`src/sv/b85_pkg.sv`:
```
// ---------------------------------------------------------------------------
// b85_pkg - shared types and constants for the base-85 stream encoder
// Group entry type, radix constants and the fixed-point reciprocal of 85.
// ---------------------------------------------------------------------------
package b85_pkg;

	localparam int          GROUP_BYTES   = 4;
	localparam int          QUEUE_DEPTH   = 2;
	localparam logic [6:0]  SYM_BASE      = 7'd37;
	localparam logic [13:0] RADIX         = 14'd85;
	// floor(n / 85) == (n * RECIP) >> RECIP_SHIFT for every 32-bit n
	localparam logic [63:0] RECIP         = 64'h0000_0000_C0C0_C0C1;
	localparam int          RECIP_SHIFT   = 38;

	typedef struct packed {
		logic [31:0] word;
		logic [2:0]  nsym;   // symbols to emit, 2..5
		logic        last;
	} group_t;

endpackage

```
`src/sv/b85_if.sv`:
```
// ---------------------------------------------------------------------------
// b85 channel interfaces
// Byte input channel and symbol output channel, valid/ready handshake.
// ---------------------------------------------------------------------------
interface b85_byte_if;
	logic       valid;
	logic       ready;
	logic [7:0] data_byte;
	logic       last_byte;

	modport source (output valid, output data_byte, output last_byte, input ready);
	modport sink   (input valid, input data_byte, input last_byte, output ready);
endinterface

interface b85_sym_if;
	logic       valid;
	logic       ready;
	logic [6:0] symbol;
	logic       group_end;
	logic       stream_end;

	modport source (output valid, output symbol, output group_end, output stream_end,
		input ready);
	modport sink   (input valid, input symbol, input group_end, input stream_end,
		output ready);
endinterface

```
`src/sv/b85_front.sv`:
```
// ---------------------------------------------------------------------------
// b85_front - byte packer
// Packs bytes little-endian into a 32-bit word and hands a group to the
// queue when four bytes are in or the byte is marked last.
// ---------------------------------------------------------------------------
module b85_front (
	input  logic            clk,
	input  logic            arst_n,
	b85_byte_if.sink        byte_chan,
	input  logic            push_ready,
	output logic            push_valid,
	output b85_pkg::group_t push_entry
);

	logic [31:0] acc_q;
	logic [1:0]  pos_q;
	logic [31:0] acc_new;
	logic        accept;
	logic        flush;

	assign byte_chan.ready = push_ready;
	assign accept  = byte_chan.valid && byte_chan.ready;
	assign acc_new = acc_q | (32'(byte_chan.data_byte) << {pos_q, 3'b000});
	assign flush   = byte_chan.last_byte
		|| (pos_q == 2'(b85_pkg::GROUP_BYTES - 1));

	assign push_valid      = accept && flush;
	assign push_entry.word = acc_new;
	assign push_entry.nsym = {1'b0, pos_q} + 3'd2;
	assign push_entry.last = byte_chan.last_byte;

	always_ff @(posedge clk or negedge arst_n) begin
		if (!arst_n) begin
			acc_q <= '0;
			pos_q <= '0;
		end else if (accept) begin
			if (flush) begin
				acc_q <= '0;
				pos_q <= '0;
			end else begin
				acc_q <= acc_new;
				pos_q <= pos_q + 2'd1;
			end
		end
	end

endmodule

```
`src/sv/b85_queue.sv`:
```
// ---------------------------------------------------------------------------
// b85_queue - group queue
// Small register FIFO between the packer and the digit unit.
// ---------------------------------------------------------------------------
module b85_queue #(
	parameter int DEPTH = b85_pkg::QUEUE_DEPTH
) (
	input  logic            clk,
	input  logic            arst_n,
	input  logic            push_valid,
	input  b85_pkg::group_t push_entry,
	output logic            push_ready,
	output logic            pop_valid,
	output b85_pkg::group_t pop_entry,
	input  logic            pop
);

	localparam int PTR_W = (DEPTH > 1) ? $clog2(DEPTH) : 1;
	localparam int CNT_W = $clog2(DEPTH + 1);

	b85_pkg::group_t    mem_q [DEPTH];
	logic [PTR_W-1:0]   wr_ptr_q;
	logic [PTR_W-1:0]   rd_ptr_q;
	logic [CNT_W-1:0]   count_q;
	logic               do_push;
	logic               do_pop;

	assign push_ready = (count_q != CNT_W'(DEPTH));
	assign pop_valid  = (count_q != '0);
	assign pop_entry  = mem_q[rd_ptr_q];
	assign do_push    = push_valid && push_ready;
	assign do_pop     = pop && pop_valid;

	always_ff @(posedge clk) begin
		if (do_push) begin
			mem_q[wr_ptr_q] <= push_entry;
		end
	end

	always_ff @(posedge clk or negedge arst_n) begin
		if (!arst_n) begin
			wr_ptr_q <= '0;
			rd_ptr_q <= '0;
			count_q  <= '0;
		end else begin
			if (do_push) begin
				wr_ptr_q <= (wr_ptr_q == PTR_W'(DEPTH - 1)) ? '0 : wr_ptr_q + 1'b1;
			end
			if (do_pop) begin
				rd_ptr_q <= (rd_ptr_q == PTR_W'(DEPTH - 1)) ? '0 : rd_ptr_q + 1'b1;
			end
			case ({do_push, do_pop})
				2'b10:   count_q <= count_q + 1'b1;
				2'b01:   count_q <= count_q - 1'b1;
				default: count_q <= count_q;
			endcase
		end
	end

endmodule

```
`src/sv/b85_back.sv`:
```
// ---------------------------------------------------------------------------
// b85_back - digit unit
// Peels one base-85 digit per cycle off the group word (low digit first)
// while the symbol output is not stalled, and drives the symbol output register.
// ---------------------------------------------------------------------------
module b85_back (
	input  logic            clk,
	input  logic            arst_n,
	input  logic            pop_valid,
	input  b85_pkg::group_t pop_entry,
	output logic            pop,
	b85_sym_if.source       sym_chan
);

	logic        busy_q;
	logic [31:0] word_q;
	logic [2:0]  rem_q;
	logic        last_q;

	logic        out_valid_q;
	logic [6:0]  symbol_q;
	logic        group_end_q;
	logic        stream_end_q;

	logic [63:0] prod;
	logic [25:0] quot;
	logic [13:0] q85;
	logic [6:0]  digit;
	logic        adv;
	logic        final_sym;

	// quotient by 85 through the reciprocal; digit needs only the low 7 bits
	assign prod  = {32'd0, word_q} * b85_pkg::RECIP;
	assign quot  = prod[63:b85_pkg::RECIP_SHIFT];
	assign q85   = 14'(quot[6:0]) * b85_pkg::RADIX;
	assign digit = word_q[6:0] - q85[6:0];

	assign adv       = busy_q && (!out_valid_q || sym_chan.ready);
	assign final_sym = (rem_q == 3'd1);
	assign pop       = pop_valid && (!busy_q || (adv && final_sym));

	assign sym_chan.valid      = out_valid_q;
	assign sym_chan.symbol     = symbol_q;
	assign sym_chan.group_end  = group_end_q;
	assign sym_chan.stream_end = stream_end_q;

	always_ff @(posedge clk or negedge arst_n) begin
		if (!arst_n) begin
			busy_q      <= 1'b0;
			rem_q       <= '0;
			out_valid_q <= 1'b0;
		end else begin
			if (pop) begin
				busy_q <= 1'b1;
				rem_q  <= pop_entry.nsym;
			end else if (adv) begin
				rem_q <= rem_q - 3'd1;
				if (final_sym) begin
					busy_q <= 1'b0;
				end
			end
			if (adv) begin
				out_valid_q <= 1'b1;
			end else if (sym_chan.ready) begin
				out_valid_q <= 1'b0;
			end
		end
	end

	always_ff @(posedge clk) begin
		if (pop) begin
			word_q <= pop_entry.word;
			last_q <= pop_entry.last;
		end else if (adv) begin
			word_q <= {6'd0, quot};
		end
		if (adv) begin
			symbol_q     <= digit + b85_pkg::SYM_BASE;
			group_end_q  <= final_sym;
			stream_end_q <= final_sym && last_q;
		end
	end

endmodule

```
`src/sv/base85_stream_encoder_unit.sv`:
```
// Path: the group closed by a byte is written into the queue, then loaded
// into the digit unit's word register; each digit is then registered into
// the symbol output register. Throughput: the digit unit emits one symbol
// per cycle while the output is not stalled; 4 bytes give 5 symbols.
// Reset: arst_n clears the accumulator, byte position, queue and output
// valid at once; the block is ready as soon as reset is released.
// ---------------------------------------------------------------------------
// base85_stream_encoder_unit - streaming base-85 encoder
// Packer front end, group queue and digit unit back end.
// ---------------------------------------------------------------------------
module base85_stream_encoder_unit #(
	parameter int QUEUE_DEPTH = b85_pkg::QUEUE_DEPTH
) (
	input  logic      clk,
	input  logic      arst_n,
	b85_byte_if.sink  byte_chan,
	b85_sym_if.source sym_chan
);

	logic            push_valid;
	logic            push_ready;
	b85_pkg::group_t push_entry;
	logic            pop_valid;
	logic            pop;
	b85_pkg::group_t pop_entry;

	b85_front u_front (
		.clk        (clk),
		.arst_n     (arst_n),
		.byte_chan  (byte_chan),
		.push_ready (push_ready),
		.push_valid (push_valid),
		.push_entry (push_entry)
	);

	b85_queue #(
		.DEPTH (QUEUE_DEPTH)
	) u_queue (
		.clk        (clk),
		.arst_n     (arst_n),
		.push_valid (push_valid),
		.push_entry (push_entry),
		.push_ready (push_ready),
		.pop_valid  (pop_valid),
		.pop_entry  (pop_entry),
		.pop        (pop)
	);

	b85_back u_back (
		.clk       (clk),
		.arst_n    (arst_n),
		.pop_valid (pop_valid),
		.pop_entry (pop_entry),
		.pop       (pop),
		.sym_chan  (sym_chan)
	);

endmodule

```
`src/flat_wrapper.sv`:
```
// flat-port wrapper written by rule: the top's interface ports become plain ports
module base85_stream_encoder_unit_flat 
#(
	parameter int QUEUE_DEPTH = b85_pkg::QUEUE_DEPTH
)
  (clk, arst_n, byte_chan_valid, byte_chan_data_byte, byte_chan_last_byte, byte_chan_ready, sym_chan_valid, sym_chan_symbol, sym_chan_group_end, sym_chan_stream_end, sym_chan_ready);
  b85_byte_if byte_chan_i ();
  b85_sym_if sym_chan_i ();
  input  logic clk;
  input  logic arst_n;
  input wire logic [$bits(byte_chan_i.valid)-1:0] byte_chan_valid;
  input wire logic [$bits(byte_chan_i.data_byte)-1:0] byte_chan_data_byte;
  input wire logic [$bits(byte_chan_i.last_byte)-1:0] byte_chan_last_byte;
  output wire logic [$bits(byte_chan_i.ready)-1:0] byte_chan_ready;
  output wire logic [$bits(sym_chan_i.valid)-1:0] sym_chan_valid;
  output wire logic [$bits(sym_chan_i.symbol)-1:0] sym_chan_symbol;
  output wire logic [$bits(sym_chan_i.group_end)-1:0] sym_chan_group_end;
  output wire logic [$bits(sym_chan_i.stream_end)-1:0] sym_chan_stream_end;
  input wire logic [$bits(sym_chan_i.ready)-1:0] sym_chan_ready;
  assign byte_chan_i.valid = byte_chan_valid;
  assign byte_chan_i.data_byte = byte_chan_data_byte;
  assign byte_chan_i.last_byte = byte_chan_last_byte;
  assign byte_chan_ready = byte_chan_i.ready;
  assign sym_chan_valid = sym_chan_i.valid;
  assign sym_chan_symbol = sym_chan_i.symbol;
  assign sym_chan_group_end = sym_chan_i.group_end;
  assign sym_chan_stream_end = sym_chan_i.stream_end;
  assign sym_chan_i.ready = sym_chan_ready;
  base85_stream_encoder_unit #(.QUEUE_DEPTH(QUEUE_DEPTH)) u_core (.clk(clk), .arst_n(arst_n), .byte_chan(byte_chan_i), .sym_chan(sym_chan_i));
endmodule
```
`config.mk`:
```
export PLATFORM = sky130hd
export DESIGN_NAME = base85_stream_encoder_unit_flat
export DESIGN_NICKNAME = d
export VERILOG_FILES = /design/src/sv/b85_pkg.sv /design/src/sv/b85_if.sv /design/src/sv/b85_front.sv /design/src/sv/b85_queue.sv /design/src/sv/b85_back.sv /design/src/sv/base85_stream_encoder_unit.sv /design/src/flat_wrapper.sv
export SDC_FILE = /design/constraint.sdc
export NUM_CORES = 1
export LEC_CHECK = 0
export BUFFER_PORTS_ARGS = -buffer_cell sky130_fd_sc_hd__buf_2
export CAP_MARGIN = 20
export CORE_MARGIN = 2
export CORE_UTILIZATION = 59
export DETAILED_ROUTE_END_ITERATION = 12
export GPL_TIMING_DRIVEN = 0
export PLACE_DENSITY = 0.78
export SLEW_MARGIN = 20
export SYNTH_ARGS = -nofsm -noshare
export SYNTH_HDL_FRONTEND = slang
export SYNTH_SLANG_ARGS = --single-unit
export TNS_END_PERCENT = 20
```
`constraint.sdc`:
```
create_clock -name clk -period 7.85 [get_ports clk]
set_clock_uncertainty 0.15 [all_clocks]
set_input_delay 1.57 -clock clk [delete_from_list [all_inputs] [get_ports clk]]
set_output_delay 1.57 -clock clk [all_outputs]
set_load 0.01 [all_outputs]
```
* After elaboration in Yosys (flattened, before gate mapping)
Memories as Yosys holds them, arrays and structs flattened. Index checks and enable logic that the tools add are counted.
Word-level totals: bits in writable memories 72, memories 1, logic and storage cells 67, register bits 85
Memories:
- u_core.u_queue.mem_q | words 2, bits a word 36, rd ports 1, clocked after memory_dff 0, write ports 1, line b85_queue.sv:21 | b85_pkg::group_t mem_q [DEPTH];
Cells by class: $mul 2, add/sub/neg operators 9, equality and inequality tests 5, bitwise gates (word level) 1, multiplexer cells 16, reductions and logical operators 19, shift operators 1
Operators by type and width (number):
- 32-bit 2-to-1 mux | 3
- 32-bit by 32-bit multiplier with 64-bit output (second input constant) | 1
- 32-bit OR | 1
- 8-bit by 5-bit left shift with 32-bit output | 1
- 2-bit nonzero test | 5
- 1-bit 2-to-1 mux | 9
- 1-bit logical AND | 8
- 7-bit by 6-bit adder with 7-bit output (second input constant) | 1
- 7-bit by 7-bit multiplier with 7-bit output (second input constant) | 1
- 7-bit subtractor | 1
- 3-bit 2-to-1 mux | 2
- 2-bit by 1-bit adder with 2-bit output (second input constant) | 2
- 2-bit == test (second input constant) | 2
- 2-bit case mux with 2 select lines | 1
- 2-bit by 2-bit adder with 3-bit output (second input constant) | 1
- 3-bit by 1-bit == test with 1-bit output (second input constant) | 1
- 1-bit logical OR | 3
- 3-bit by 1-bit subtractor with 3-bit output (second input constant) | 1
- 1-bit adder (second input constant) | 2
- 2-bit by 1-bit == test with 1-bit output (second input constant) | 1
- 1-bit logical NOT | 2
- 2-bit 2-to-1 mux | 1
- 2-bit inequality test (second input constant) | 1
- 2-bit AND reduction | 1
- 2-bit by 1-bit subtractor with 2-bit output (second input constant) | 1

* Logic depth before layout (Yosys ltp)
depth after elaboration 9, depth in mapped cells 33, depth with buffers taken out 33

* Modules after synthesis
Synthesis repeated with hierarchy kept, for this count alone.
Second synthesis, totals: cells, all modules 1498, area total of the unflattened synthesis 16824.9 sq um
Modules (own cells, without submodules):
- b85_back | instances 1, cells each 1174, area each 11980.2 sq um, seq. area each 1386.3 sq um
- b85_queue | instances 1, cells each 129, area each 2807.7 sq um, seq. area each 2262.2 sq um
- b85_front | instances 1, cells each 195, area each 2037.0 sq um, seq. area each 850.8 sq um

* Least setup slack after synthesis
Ideal clock, no wire load.
kind register -> register, start register u_core.u_back.word_q[2], end register u_core.u_back.symbol_q[6] (netlist: u_core.u_back.sym_chan.symbol[6]) (data pin), data required time 7.432 ns, setup slack -0.713 ns, library setup time 0.268 ns, buffers on the path 0, data arrival time 8.146 ns, cell stages (with the launch flop) 32, period minus slack after synthesis 8.563 ns, path through edfxtp_1 > ha_1 > ha_1 > fa_1 > fa_1 > inv_1 > fa_1 > fa_1 > inv_1 > fa_1 > ha_1 > ha_1 > a21o_1 > a311o_1 > a221oi_2 > o21ai_2 > o21ai_2 > nand2b_2 > a21oi_2 > xor2_2 > ha_1 > inv_1 > ha_1 > inv_1 > fa_1 > inv_1 > fa_1 > inv_1 > ha_1 > a21oi_1 > xnor2_1 > xnor3_1
On the way: word-level cells in the longest chain between the ends 4
RTL lines:
- start: declaration | line b85_back.sv:16 | logic [31:0] word_q;
- start signal: assignment | line b85_back.sv:72 | word_q <= pop_entry.word;
- start signal: assignment | line b85_back.sv:75 | word_q <= {6'd0, quot};
- 32-bit by 32-bit multiplier with 64-bit output | line b85_back.sv:33 | assign prod = {32'd0, word_q} * b85_pkg::RECIP;
- 7-bit by 7-bit multiplier with 7-bit output | line b85_back.sv:35 | assign q85 = 14'(quot[6:0]) * b85_pkg::RADIX;
- 7-bit subtractor * | line b85_back.sv:36 | assign digit = word_q[6:0] - q85[6:0];
- 7-bit by 6-bit adder with 7-bit output * | line b85_back.sv:78 | symbol_q <= digit + b85_pkg::SYM_BASE;
- end signal: assignment | line b85_back.sv:78
- end: declaration | line b85_back.sv:21 | logic [6:0] symbol_q;
Every way passes the cells marked *; elsewhere a longest branch is shown, timed or not. A chain may end at the register's enable or synchronous reset.

* Worst setup path after layout
start register u_core.u_back.word_q[3], end register u_core.u_back.symbol_q[6] (netlist: u_core.u_back.sym_chan.symbol[6]) (data pin)
The elaborated chain is that of the path after synthesis.

==> results.json <==
{
  "outcome": "finished with violations",
  "path_clk_slew_ns": 0.07,
  "fin_ws_ns": -0.934,
  "cts_tree": "yes",
  "clock-root-buffer": "clkbuf_16",
  "maxClockFrequency_mhz": 114,
  "crit_type": "reg2reg",
  "route.detailed.drc": 0,
  "cts_max_level": 4,
  "firstDrtPassIters": 5,
  "antennaDiodeCount": 0,
  "fin_tns_setup_ns": -1.69,
  "core_sq_um": 27900,
  "min_from": "u_core.u_back.busy_q$_DFFE_PN0P_",
  "track_usage": 0.278,
  "yosysSeqAreaShare": 0.267,
  "die_area_sq_um": 29900,
  "hold_viol_final": 0,
  "fillers": 2067,
  "synthDistinctLibCells": 66,
  "port_buffers": 15,
  "syn_nets": 2078,
  "syn_area_sq_um": 16800,
  "worst_pin_slew_ns": 1.03,
  "end_kind": "flip-flop",
  "async_flop_share": 0.274,
  "synth_ff_type": "edfxtp_1",
  "min_path_type": "reg2reg",
  "areaGrowthSynthToFinish_pct": 12.4,
  "clock_latency_ns": 0.43,
  "start_util": 0.603,
  "grt_pass1_vias": 12300,
  "final_cell_mix": "334 x inv_1, 302 x ha_1, 166 x fa_1",
  "r2r_slack_ns": -0.93,
  "synth_cells": 1556,
  "path_common_cell": "ha_4",
  "cp.required_ns": 7.86,
  "final_common_cell": "inv_1",
  "num_vias": 11400,
  "ys.warnings.count": 0,
  "viasPerCell": 5.65,
  "fp-row-count": 61,
  "holdBufCountCts": 0,
  "routed_wl_microns": 39800,
  "antenna_found_initial": 0,
  "antenna_left": 0,
  "fin_crit_ns": 8.78,
  "drtIter0Drc": 534,
  "rsz0062_at_grt": "true",
  "cts.sinks": 157,
  "gp_congestion": 0.971,
  "grt_pass1_wl_microns": 64500,
  "whs_endpoint": "u_core.u_back.sym_chan.valid$_DFFE_PN0P_",
  "synth_edf_count": 114,
  "cts_buffers": 17,
  "drv_cap": 0,
  "die_h_microns": 173,
  "critPathMaxFanout": 4,
  "hold_depth": 1,
  "worst_r2r_startpoint": "u_core.u_back.word_q[3]$_DFFE_PP_",
  "gr-total-overflow": 0,
  "syn_avg_cell_area_sq_um": 10.8,
  "ys_ff_latch": 157,
  "maxSlewHeadroom": 0.303,
  "clk_path_buf_depth": 2,
  "grt_max_degree": 44,
  "multi_input_area_sq_um": 11500,
  "regArea_sq_um": 4500,
  "setup_viol": 3,
  "violations": "negative setup slack",
  "wl_per_cell_microns": 19.7,
  "worstPathArrival_ns": 8.79,
  "ff2ff_path_depth": 31,
  "final_max_slew_viol_count": 0,
  "drive_gt1_frac": 0.113,
  "crit_slowest_cell": "edfxtp_1",
  "ios": 24,
  "die_w_microns": 173,
  "max_stage_delay_ns": 0.54,
  "dp_hpwl_microns": 32400,
  "nNetsFinal": 2152,
  "r2r_end": "u_core.u_back.sym_chan.symbol[6]$_DFFE_PP_",
  "critPathLaunchType": "flip-flop",
  "min_period_over_period": 1.12
}
[cell usage after synthesis, drive strengths merged, types with 2 or more instances]
| cell type | number | area [sq um] |
|---|---|---|
| inv | 342 | 1280 |
| a211o | 3 | 26.3 |
| edfxtp | 114 | 3420 |
| nor2 | 66 | 248 |
| fa | 170 | 3400 |
| or2 | 5 | 31.3 |
| and2 | 5 | 31.3 |
| o22ai | 2 | 18.8 |
| o211a | 3 | 30.0 |
| nand2 | 39 | 146 |
| xor2 | 15 | 139 |
| a21oi | 92 | 468 |
| nand3 | 11 | 55.1 |
| a2111o | 2 | 22.5 |
| nand2b | 9 | 58.8 |
| buf | 6 | 23.8 |
| o311ai | 2 | 17.5 |
| ha | 339 | 4240 |
| dfrtp | 43 | 1080 |
| clkbuf | 30 | 123 |
| o211ai | 8 | 60.1 |
| and4 | 2 | 17.5 |
| nor2b | 17 | 106 |
| a211oi | 19 | 143 |
| xnor2 | 24 | 210 |
| o21a | 7 | 52.6 |
| and3 | 6 | 37.5 |
| nor4 | 2 | 12.5 |
| o21bai | 6 | 45.0 |
| a21o | 60 | 453 |
| o21ai | 27 | 143 |
| a221o | 3 | 30.0 |
| mux2i | 21 | 210 |
| a221oi | 3 | 32.5 |
| mux2 | 3 | 33.8 |
| a31oi | 4 | 25.0 |
| nand4 | 14 | 87.6 |
| nor3 | 12 | 71.3 |
| a311o | 2 | 20.0 |
| a41oi | 2 | 17.5 |
| o2111ai | 3 | 26.3 |
| a31o | 2 | 17.5 |
[routing by layer]
metal,up-vias,track usage,share of wire,routed length (microns)
met5,-,0,0,0
met4,0,0.116,0.041,1650
met3,99,0.0345,0.037,1490
met2,282,0.491,0.50,19900
met1,5648,0.346,0.42,16800
li1,5387,-,-,-
[repair_timing]
action | CTS | global route
gates resized for setup | 43 | 8
buffers inserted | 29 | 9
pin swaps | 32 | 10
endpoints found under the setup margin | 4 | 4
[worst max-delay path by stage]
stage / cells past startpoint / start / end / slack, ns
CTS: 31 / u_core.u_back.word_q[13]$_DFFE_PP_ / u_core.u_back.sym_chan.symbol[6]$_DFFE_PP_ / -0.76
floorplan: 33 / u_core.u_back.word_q[4]$_DFFE_PP_ / u_core.u_back.sym_chan.symbol[6]$_DFFE_PP_ / -0.23
detailed placement: 30 / u_core.u_back.word_q[17]$_DFFE_PP_ / u_core.u_back.sym_chan.symbol[6]$_DFFE_PP_ / -1.27
global route: 31 / u_core.u_back.word_q[3]$_DFFE_PP_ / u_core.u_back.sym_chan.symbol[6]$_DFFE_PP_ / -1.15
finish: 31 / u_core.u_back.word_q[3]$_DFFE_PP_ / u_core.u_back.sym_chan.symbol[6]$_DFFE_PP_ / -0.93
global placement: 30 / u_core.u_back.word_q[17]$_DFFE_PP_ / u_core.u_back.sym_chan.symbol[6]$_DFFE_PP_ / -1.17
[metrics by stage]
| stage | utilization | cell area [sq um] | setup WS [ns] | hold WS, ns | instances |
|---|---|---|---|---|---|
| 2_1_floorplan | - | 17100 | -0.228 | 0.307 | 1556 |
| 3_3_place_gp | 0.632 | 17600 | -1.17 | 0.319 | 1949 |
| 3_5_place_dp | 0.634 | 17700 | -1.27 | 0.330 | 1951 |
| 4_1_cts | 0.674 | 18800 | -0.762 | 0.350 | 2012 |
| 5_1_grt | 0.677 | 18900 | -1.15 | 0.378 | 2021 |
| 6_report | 0.677 | 18900 | -0.934 | 0.350 | 2021 |
[registers in the layout (all words and copies together), names as in the netlist, 2 cells and up]
register / cells
u_core.u_back.sym_chan.symbol: 7
u_core.u_front.acc_q: 32
u_core.u_back.word_q: 32
u_core.u_back.rem_q: 3
u_core.u_queue.mem_q: 72
u_core.u_queue.count_q: 2
u_core.u_front.pos_q: 2
[worst max-delay path: cells and delay by family (launching register included)]
family | cells | cell delay [ns]
DFF | 1 | 0.54
AOI/OAI and AO/OA | 6 | 1.34
xor gates and xnor gates | 6 | 1.30
buffers and inverters | 5 | 0.25
adders and majority gates | 13 | 4.81
and+or+nand+nor | 1 | 0.11
[cell type report]
class | count | share of cell area
plain buffers | 36 | 0.00774
clock buffers | 18 | 0.0227
clock inverters | 14 | 0.00932
inverters | 342 | 0.0679
multi-input cells | 1021 | 0.607
flip-flops and latches | 157 | 0.238
well taps | 378 | 0.0250
repair buffers | 55 | 0.0223
[cell families (layout without fill, tap and decap cells)]
kind of cell,Yosys count,count (layout),synth area share
mux,24,24,0.0145
buf+inv,378,465,0.0849
simple gates,192,192,0.0554
fa+ha+maj,509,509,0.454
flops,157,157,0.267
compound gates,256,256,0.102
xor+xnor,40,40,0.0221
Power is not shown: default switching activity piles up to over one toggle a cycle in this logic, so the estimate is an artifact.
